$ cat config.mk
export PLATFORM = sky130hd
export DESIGN_NAME = mtg_twist
export DESIGN_NICKNAME = d
export VERILOG_FILES = /design/src/rtl/mtg_pkg.sv /design/src/rtl/mtg_twist.sv
export SDC_FILE = /design/constraint.sdc
export NUM_CORES = 1
export LEC_CHECK = 0
export BUFFER_PORTS_ARGS = -buffer_cell sky130_fd_sc_hd__clkbuf_2
export CORE_ASPECT_RATIO = 1.5
export CORE_MARGIN = 5
export CORE_UTILIZATION = 32
export DETAILED_ROUTE_END_ITERATION = 12
export PLACE_DENSITY = 0.84
export SYNTH_ARGS = -nofsm -noshare
export SYNTH_HDL_FRONTEND = slang
export SYNTH_SLANG_ARGS = --single-unit
$ cat constraint.sdc
create_clock -name vclk -period 1.67
set_clock_uncertainty 0.1 [all_clocks]
set_input_delay 0 -clock vclk [all_inputs]
set_output_delay 0 -clock vclk [all_outputs]
set_load 0.05 [all_outputs]
$ cat src/rtl/mtg_pkg.sv
// shared constants for the mt19937 word generator
package mtg_pkg;

    localparam int unsigned StateWords   = 624;
    localparam int unsigned MiddleOffset = 397;

    localparam logic [31:0] TwistMatrix  = 32'h9908_B0DF;
    localparam logic [31:0] SeedMult     = 32'd69069;
    localparam logic [31:0] TemperB      = 32'h9D2C_5680;
    localparam logic [31:0] TemperC      = 32'hEFC6_0000;
    localparam logic [31:0] DefaultSeed  = 32'd4357;
    localparam logic [31:0] UpperMask    = 32'h8000_0000;
    localparam logic [31:0] LowerMask    = 32'h7FFF_FFFF;

    // input item mode codes
    localparam logic ModeSeed     = 1'b0;
    localparam logic ModeGenerate = 1'b1;

endpackage

$ cat src/rtl/mtg_twist.sv
// twist recurrence for one state word and output tempering
module mtg_twist (
    input  logic [31:0] i_cur,
    input  logic [31:0] i_nxt,
    input  logic [31:0] i_mid,
    output logic [31:0] o_new_word,
    output logic [31:0] o_tempered
);
    import mtg_pkg::*;

    logic [31:0] y;
    logic [31:0] v;
    logic [31:0] t1;
    logic [31:0] t2;
    logic [31:0] t3;

    // combine upper bit of current with lower bits of next, then twist
    always_comb begin
        y  = (i_cur & UpperMask) | (i_nxt & LowerMask);
        v  = i_mid ^ (y >> 1) ^ (y[0] ? TwistMatrix : 32'h0);
        t1 = v ^ (v >> 11);
        t2 = t1 ^ ((t1 << 7) & TemperB);
        t3 = t2 ^ ((t2 << 15) & TemperC);
    end

    assign o_new_word = v;
    assign o_tempered = t3 ^ (t3 >> 18);

endmodule
Word-level counts from Yosys, hierarchy flattened. Index checks and enable logic that the tools add are counted.

Flip-flop bits (word level): 0. Output and inout bits: 64. Word-level logic and storage cells: 8.

Multiplexer cells: 1. Bitwise gates (word level): 7.

Operator list (count): $xor A32 B32 Y32 (3); $mux W32 (1); $or A32 B31 Y32 (1); $xor A32 B14 Y32 (1); $xor A32 B21 Y32 (1); $xor A32 B31 Y32 (1).

Depth between registers and ports, before layout. Gate-level depths: netlist (run 1).

Depth in word-level cells: 7. Gate-level depth with buffers: 5. Depth with buffers taken out: 4.

Worst setup path before layout (run 1). OpenSTA, ideal clock, no wires.

Path kind: input port to output port. From: input i_nxt[26]. To: output o_tempered[29]. Arrival: 2900 ps. Required time: 1570 ps. Path slack: -1330 ps. Stages: 4. Path buffers: 0. Path through: xor2_1 > xor2_1 > xnor2_1 > xor2_1.

Word-level cells in the longest chain between the ends: 7.

RTL lines: start, declared (line mtg_twist.sv:4) `input logic [31:0] i_nxt,`; $or A32 B31 Y32 (line mtg_twist.sv:19) `y = (i_cur & UpperMask) | (i_nxt & LowerMask);`; $xor A32 B31 Y32 (line mtg_twist.sv:20) `v = i_mid ^ (y >> 1) ^ (y[0] ? TwistMatrix : 32'h0);`; $xor A32 B32 Y32 (line mtg_twist.sv:20); $xor A32 B21 Y32 (line mtg_twist.sv:21) `t1 = v ^ (v >> 11);`; $xor A32 B32 Y32 (line mtg_twist.sv:22) `t2 = t1 ^ ((t1 << 7) & TemperB);`; $xor A32 B32 Y32 (line mtg_twist.sv:23) `t3 = t2 ^ ((t2 << 15) & TemperC);`; $xor A32 B14 Y32 (line mtg_twist.sv:27) `assign o_tempered = t3 ^ (t3 >> 18);`; end, declared (line mtg_twist.sv:7) `output logic [31:0] o_tempered`.

Every way passes these cells.

Worst setup path after layout (run 1).
From: input i_mid[20]. To: output o_tempered[9].

Word-level cells in the longest chain between the ends: 6.

RTL lines: start, declared (line mtg_twist.sv:5) `input logic [31:0] i_mid,`; $xor A32 B31 Y32 (line mtg_twist.sv:20); $xor A32 B32 Y32 (line mtg_twist.sv:20); $xor A32 B21 Y32 (line mtg_twist.sv:21); $xor A32 B32 Y32 (line mtg_twist.sv:22); $xor A32 B32 Y32 (line mtg_twist.sv:23); $xor A32 B14 Y32 (line mtg_twist.sv:27).

Every way passes these cells.

==> impl_metrics.json, run 1 <==
{
  "final_util_pct": 85.38,
  "p_clk_share_pct": 0,
  "die-area_um2": 4921,
  "core_um2": 3448,
  "viasPerCell": 4.392,
  "cpPeakStageDelay_ps": 460,
  "pwr-share-comb_pct": 100.0,
  "synthesis.nets": 208,
  "grt_usage_pct": 19.04,
  "grt_max_degree": 8,
  "die_w_um": 58.97,
  "min_from": "i_nxt[15]",
  "nFlopsAndLatches": 0,
  "drtAntennaViolNets": 0,
  "post-dp-hpwl_um": 4262,
  "final_cell_mix": "clkbuf_2, buf_4, xnor2_1",
  "hold_end": "o_new_word[14]",
  "cpLargestDelayFamily": "XOR/XNOR gates",
  "yosys_warnings": 0,
  "cp.arrival_ps": 1570,
  "setup_viol": 0,
  "synth.top_cell.area_share_pct": 40.33,
  "route.detailed.drc": 0,
  "antenna_found_initial": 0,
  "worstPathRequired_ps": 1570,
  "finalSetupTns_ps": 0,
  "drive_above_1_share_pct": 83.64,
  "portBuffers": 128,
  "antenna_cells": 0,
  "crit_chain": "buf_4 -> xor2_4 -> xnor3_1 -> xnor3_2 -> xnor2_4 -> buf_8",
  "end_kind": "output port",
  "synth_area_per_cell_um2": 10.28,
  "start_util_pct": 33.38,
  "layout_commonest_cell": "clkbuf_2",
  "tightest_slew_ps": 478.4,
  "cp_num_buf_inv": 2,
  "hold_depth": 3,
  "holdCritPathClass": "primary input to output port",
  "nets": 367,
  "min_period_over_period_pct": 99.78,
  "ioPinCount": 160,
  "period_needed_ps": 1666,
  "synth_area_um2": 1151,
  "syn_inst": 112,
  "drt-initial-drc-count": 21,
  "drtPass1Iterations": 4,
  "timing.fmax_ghz": 0.6001,
  "synth.yosys.seq_area_share_pct": 0,
  "clock_buffers": 0,
  "status": "completed",
  "grt_first_pass_wirelength_um": 7424,
  "relSlewSlack_pct": 67.88,
  "p_leak_nw": 1.466,
  "path_class": "primary input to output port",
  "finalNonFillerCells": 311,
  "areaGrowthSynthToFinish_pct": 155.8,
  "switching_share_pct": 62.11,
  "pwr-share-seq_pct": 0,
  "synth.top_cells.by_area": "xnor2_1, xor2_1, xnor3_1",
  "drv_cap": 0,
  "placed_cells": 308,
  "regArea_um2": 0,
  "rows": 26,
  "p_int_mw": 1.878,
  "grt_pass1_vias": 1529,
  "pre_cts_slack_ps": -158.7,
  "p_sw_mw": 3.078,
  "gp_congestion": 0.7914,
  "overflow": 0,
  "crit_fanout": 3,
  "slowest_stage": "xnor3_2",
  "setup_ws_ps": 3.697,
  "ir_drop_mv": 1.923,
  "dr_total_vias": 1366,
  "holdWs_ps": 329.9,
  "die_h_um": 83.46,
  "powerDensity_nw_per_um2": 1683,
  "synth.largest_area_cell": "xnor2_1",
  "ys_types": 12,
  "wl_per_cell_um": 15.88,
  "finalHoldViolCount": 0,
  "wl_um": 4939,
  "postCtsHoldBufs": 0,
  "startpoint_type": "primary input",
  "maxSlewViolCount": 0
}
metrics by stage:
step	power [mW]	cell area, um^2
3_3_place_gp	4.581	2781
4_1_cts	4.888	2888
2_1_floorplan	3.498	1828
5_1_grt	5.141	2944
6_report	4.955	2944
3_5_place_dp	4.655	2781
power by group through the flow:
| stage | Clock [mW] | Sequential [mW] | Combinational, mW |
|---|---|---|---|
| global placement | 0 | 0 | 4.58 |
| detailed placement | 0 | 0 | 4.66 |
| global route | 0 | 0 | 5.14 |
| floorplan | 0 | 0 | 3.50 |
| CTS | 0 | 0 | 4.89 |
| finish | 0 | 0 | 4.96 |
cells in the mapped netlist:
library cell,instances
xnor2_1,53
xor2_1,34
inv_1,8
xnor3_1,7
xor2_4,2
xor3_2,2
buf_2,1
buf_6,1
xnor2_2,1
xnor3_2,1
xor2_2,1
xor3_1,1
final cells by class:
cell class	count	area, um^2
Timing Repair Buffer	159	1033
Fill cell	191	504.2
Inverter	8	30.03
Multi-Input combinational cell	102	1828
Tap cell	42	52.55
worst max-delay path by stage:
stage | start | to | cells after the start
CTS | i_nxt[0] | o_tempered[4] | 6
detailed placement | i_nxt[0] | o_tempered[9] | 7
finish | i_mid[20] | o_tempered[9] | 6
global placement | i_nxt[0] | o_tempered[9] | 7
floorplan | i_nxt[0] | o_tempered[29] | 5
global route | i_mid[20] | o_tempered[9] | 6
timing repair:
item,CTS,global route
setup buffers,1,2
gates resized for setup,19,23
pin swaps,5,12
endpoints found under the setup margin,13,16
layer usage:
layer  up-vias  global-route usage [%]  share of wire (%)
met5         -                       0                  0
met4         0                       0                  0
met3         0                   4.489                 12
met2        92                   38.33                 58
met1       642                   20.06                 30
li1        632                       -                  -
cells by family (layout without fill, tap and decap cells):
| logic type | Yosys count | count (layout) | synth area share (%) |
|---|---|---|---|
| buffers and inverters | 10 | 167 | 4.021 |
| xor gates and xnor gates | 102 | 102 | 95.98 |
Note: power is estimated with default switching activity, not from simulation.
==> run 2: changes to the inputs <==
SETUP_SLACK_MARGIN = 0.4   (was unset)
==> run 2 against run 1 <==
- the run now fails in 4_1_cts
- area after synthesis unchanged
- synthesized cell count did not move
==> impl_metrics.json, run 2 <==
{
  "post_cts_buffers": 14,
  "ys_types": 12,
  "synthTopCellsByCount": "xnor2_1, xor2_1, inv_1",
  "rows": 26,
  "gp_congestion": 0.7364,
  "syn_inst": 112,
  "postCtsHoldBufs": 0,
  "synth.yosys.seq_area_share_pct": 0,
  "synthesis.nets": 208,
  "synth.top_cell.area_share_pct": 40.33,
  "portBuffers": 128,
  "ioPinCount": 160,
  "yosysMostFrequentCell": "xnor2_1",
  "synth.top_cells.by_area": "xnor2_1, xor2_1, xnor3_1",
  "post-dp-hpwl_um": 5230,
  "yosys_warnings": 0,
  "start_util_pct": 33.38,
  "status": "aborted with a tool error",
  "haltStage": "4_1_cts",
  "synth.largest_area_cell": "xnor2_1",
  "die_w_um": 58.97,
  "error_line": "[ERROR DPL-0038] Utilization greater than 100%, impossible to legalize",
  "placed_area_um2": 3094,
  "die_h_um": 83.46,
  "synth_area_per_cell_um2": 10.28,
  "cts_resized": 89,
  "synth_area_um2": 1151
}
-- run 2: cell families after synthesis --
group	synth area share [%]
XOR/XNOR	95.98
buffers and inverters	4.021
-- run 2: stage by stage --
step / util (%) / cells / setup WS [ps]
detailed placement: 89.73 / 312 / -177.8
global placement: 89.73 / 312 / -123.2
floorplan: - / 112 / -110.5
==> run 3: changes to the inputs <==
CORE_ASPECT_RATIO = unset   (was 1.5)
CORE_UTILIZATION = 25   (was 32)
PLACE_DENSITY = unset   (was 0.84)
PLACE_DENSITY_LB_ADDON = 0.15   (was unset)
SETUP_SLACK_MARGIN = unset   (was 0.4)
==> run 3 against run 2 <==
- the run now ends clean
==> impl_metrics.json, run 3 (synthesis results as in run 1) <==
{
  "status": "completed",
  "drive_above_1_share_pct": 83.09,
  "finalNonFillerCells": 330,
  "p_clk_share_pct": 0,
  "cpLargestDelayFamily": "XOR/XNOR gates",
  "maxSlewViolCount": 0,
  "multi_input_area_um2": 1823,
  "crit_fanout": 5,
  "clock_buffers": 0,
  "core_um2": 4414,
  "antenna_found_initial": 0,
  "layout_commonest_cell": "clkbuf_2",
  "antenna_cells": 0,
  "die_h_um": 77.86,
  "grt_max_degree": 6,
  "drtPass1Iterations": 2,
  "p_sw_mw": 3.035,
  "placed_cells": 325,
  "ioPinCount": 160,
  "fillers": 326,
  "pwr-share-seq_pct": 0,
  "die-area_um2": 6061,
  "power_mw": 5.054,
  "rows": 24,
  "finalSetupTns_ps": 0,
  "areaGrowthSynthToFinish_pct": 162.3,
  "pre_cts_slack_ps": -124.6,
  "portBuffers": 128,
  "postCtsHoldBufs": 0,
  "drt-initial-drc-count": 15,
  "tightest_slew_ps": 439.9,
  "timing.fmax_ghz": 0.6226,
  "hold_depth": 3,
  "startpoint_type": "primary input",
  "min_period_over_period_pct": 96.18,
  "crit_chain": "clkbuf_8 -> buf_6 -> xor3_4 -> xor2_4 -> xor2_4 -> xor2_4 -> clkbuf_8",
  "finalHoldViolCount": 0,
  "cp.depth": 7,
  "final_cell_mix": "clkbuf_2, buf_4, xnor2_1",
  "route.detailed.drc": 0,
  "crit_top_cell": "xor2_4",
  "switching_share_pct": 60.05,
  "viasPerCell": 4.042,
  "worstPathRequired_ps": 1570,
  "p_leak_nw": 1.504,
  "setup_viol": 0,
  "wl_per_cell_um": 11.90,
  "start_util_pct": 26.08,
  "end_kind": "output port",
  "period_needed_ps": 1606,
  "pwr-share-comb_pct": 100.0,
  "wl_um": 3926,
  "drv_cap": 0,
  "gp_congestion": 0.7114,
  "cp.arrival_ps": 1510,
  "die_w_um": 77.86,
  "setup_ws_ps": 63.80,
  "nFlopsAndLatches": 0,
  "regArea_um2": 0,
  "overflow": 0,
  "holdCritPathClass": "primary input to output port",
  "cp_num_buf_inv": 3,
  "relSlewSlack_pct": 70.46,
  "fin_area_um2": 3019,
  "dr_total_vias": 1334,
  "cpPeakStageDelay_ps": 370,
  "slowest_stage": "xor3_4",
  "placed_area_um2": 2864,
  "powerDensity_nw_per_um2": 1674,
  "post-dp-hpwl_um": 3745,
  "grt_usage_pct": 12.81,
  "path_class": "primary input to output port",
  "p_int_mw": 2.019,
  "drtAntennaViolNets": 0,
  "grt_pass1_vias": 1507,
  "grt_first_pass_wirelength_um": 6713,
  "nets": 376,
  "ir_drop_mv": 1.253,
  "grt_setup_unrepaired": "no"
}
run 3: power by group through the flow:
stage	Sequential (mW)	Clock, mW	Combinational (mW)
after detailed placement	0	0	4.83
after global routing	0	0	5.28
final	0	0	5.05
after floorplan	0	0	3.50
after global placement	0	0	4.80
after CTS	0	0	5.02
run 3: per-layer routing:
layer  share of wire [%]  vias to the layer above  GRT usage [%]
li1                    -                      657              -
met3                  11                        0          2.431
met5                   0                        -              0
met1                  32                      604          14.74
met2                  57                       73          25.54
met4                   0                        0              0
run 3: cell type report:
cell class                 count  share of cell area, %
inverter                       8                 0.9946
tap                           52                  2.155
timing repair buffer         168                  36.47
multi-input combinational    102                  60.38
run 3: what timing repair did:
| action | CTS | global route |
|---|---|---|
| pin swaps | 3 | 8 |
| endpoints found under the setup margin | 13 | 10 |
| gates resized for setup | 19 | 7 |
| setup buffers | 0 | 5 |
run 3: worst paths after layout:
check / start / endpoint / slack [ps]
hold / removal: i_mid[9] / o_new_word[9] / 340
setup / recovery: i_nxt[0] / o_tempered[19] / 60
run 3: per-stage QoR:
step | hold WS (ps) | utilization, %
2_1_floorplan | 22.38 | -
3_3_place_gp | 335.7 | 64.88
3_5_place_dp | 343.7 | 64.88
4_1_cts | 344.4 | 66.75
5_1_grt | 355.3 | 68.40
6_report | 338.5 | 68.40
==> run 4: changes to the inputs <==
CORE_AREA = 5 5 66 68   (was unset)
CORE_MARGIN = unset   (was 5)
CORE_UTILIZATION = unset   (was 25)
DIE_AREA = 0 0 71 73   (was unset)
PLACE_DENSITY = 0.83   (was unset)
PLACE_DENSITY_LB_ADDON = unset   (was 0.15)
==> run 4 against run 3 <==
- the run now ends with setup timing left
- setup slack lost 83 ps
- first-iteration DRC count is the same
- sequential share of layout area is the same
- die area shrank 14%
- combinational power shrank 2%
- largest cell class unchanged
- sequential cell count is the same
- highest routed layer is now met4
- routed wire length grew 22%
==> impl_metrics.json, run 4 (synthesis results as in run 1) <==
{
  "drive_above_1_share_pct": 83.70,
  "powerDensity_nw_per_um2": 1692,
  "drv_cap": 0,
  "die-area_um2": 5183,
  "route.detailed.drc": 0,
  "placed_cells": 319,
  "core_um2": 3799,
  "post-dp-hpwl_um": 4234,
  "start_util_pct": 30.30,
  "setup_viol": 1,
  "relSlewSlack_pct": 68.22,
  "drt-initial-drc-count": 15,
  "maxSlewViolCount": 0,
  "wl_per_cell_um": 14.99,
  "gp_congestion": 0.7402,
  "tightest_slew_ps": 473.3,
  "overflow": 0,
  "min_period_over_period_pct": 101.1,
  "finalHoldViolCount": 0,
  "p_leak_nw": 1.455,
  "pwr-share-seq_pct": 0,
  "grt_pass1_vias": 1631,
  "drtPass1Iterations": 4,
  "p_int_mw": 1.880,
  "layout_commonest_cell": "clkbuf_2",
  "worstPathRequired_ps": 1570,
  "drtAntennaViolNets": 0,
  "period_needed_ps": 1689,
  "portBuffers": 128,
  "die_h_um": 73,
  "crit_fanout": 7,
  "p_sw_mw": 3.066,
  "holdCritPathClass": "primary input to output port",
  "nFlopsAndLatches": 0,
  "dr_total_vias": 1365,
  "status": "complete, but fails checks",
  "grt_usage_pct": 18.23,
  "regArea_um2": 0,
  "finalNonFillerCells": 320,
  "viasPerCell": 4.266,
  "failed_checks": "setup timing",
  "clock_buffers": 0,
  "antenna_found_initial": 0,
  "grt_max_degree": 8,
  "startpoint_type": "primary input",
  "timing.fmax_ghz": 0.5922,
  "nets": 368,
  "placed_area_um2": 2816,
  "ir_drop_mv": 1.373,
  "grt_setup_unrepaired": "yes",
  "areaGrowthSynthToFinish_pct": 153.9,
  "setup_ws_ps": -18.72,
  "fin_area_um2": 2923,
  "pwr-share-comb_pct": 100.0,
  "wl_um": 4797,
  "die_w_um": 71,
  "switching_share_pct": 61.99,
  "end_kind": "output port",
  "grt_first_pass_wirelength_um": 7583,
  "rows": 23,
  "ioPinCount": 160,
  "antenna_cells": 0,
  "p_clk_share_pct": 0,
  "path_class": "primary input to output port",
  "final_cell_mix": "clkbuf_2, buf_4, xnor2_1",
  "pre_cts_slack_ps": -208.7,
  "cp.arrival_ps": 1590
}
==> run 4: worst paths after layout <==
check	slack (ps)	start	end	cells past startpoint
max	-20	i_nxt[0]	o_tempered[19]	6
min	340	i_mid[9]	o_new_word[9]	3
==> run 4: repair_timing <==
item | 4_1_cts | 5_1_grt
hold buffers | 0 | 0
gates cloned | 0 | 0
resized for setup | 16 | 14
endpoints found under the setup margin | 14 | 14
buffers inserted | 0 | 1
pin swaps | 3 | 3
==> run 4: per-stage QoR <==
stage,TNS [ps],power [mW],utilization (%),hold slack (ps)
final,-18.72,4.946,76.94,336.0
after global routing,-104.8,5.128,76.94,354.7
after CTS,-31.04,4.926,75.86,340.7
after detailed placement,-1768,4.768,74.14,340.0
after global placement,-958.2,4.693,74.14,335.5
after floorplan,-742.2,3.498,-,22.38
==> run 4: final cells by class <==
| cell class | count | area [um^2] |
|---|---|---|
| Timing Repair Buffer | 160 | 1013 |
| Tap cell | 50 | 62.56 |
| Fill cell | 259 | 875.8 |
| Multi-Input combinational cell | 102 | 1817 |
| Inverter | 8 | 30.03 |
==> run 4: critical path, cell delays in order <==
cell	delay, ps
buf_12	100
xor3_4	540
xor2_4	290
xor2_4	300
xor2_4	190
buf_8	160
==> run 4: power groups by stage <==
| stage | Sequential (mW) | Clock (mW) | Combinational, mW |
|---|---|---|---|
| global placement | 0 | 0 | 4.69 |
| floorplan | 0 | 0 | 3.50 |
| finish | 0 | 0 | 4.95 |
| global route | 0 | 0 | 5.13 |
| detailed placement | 0 | 0 | 4.77 |
| CTS | 0 | 0 | 4.93 |
==> run 4: layer usage <==
layer  vias up  part of all wire [%]  GRT usage [%]
met5         -                     0              0
met4         0                   1.3          2.714
met1       648                    31          18.56
li1        634                     -              -
met3         6                   6.5          2.479
met2        77                    61          39.13
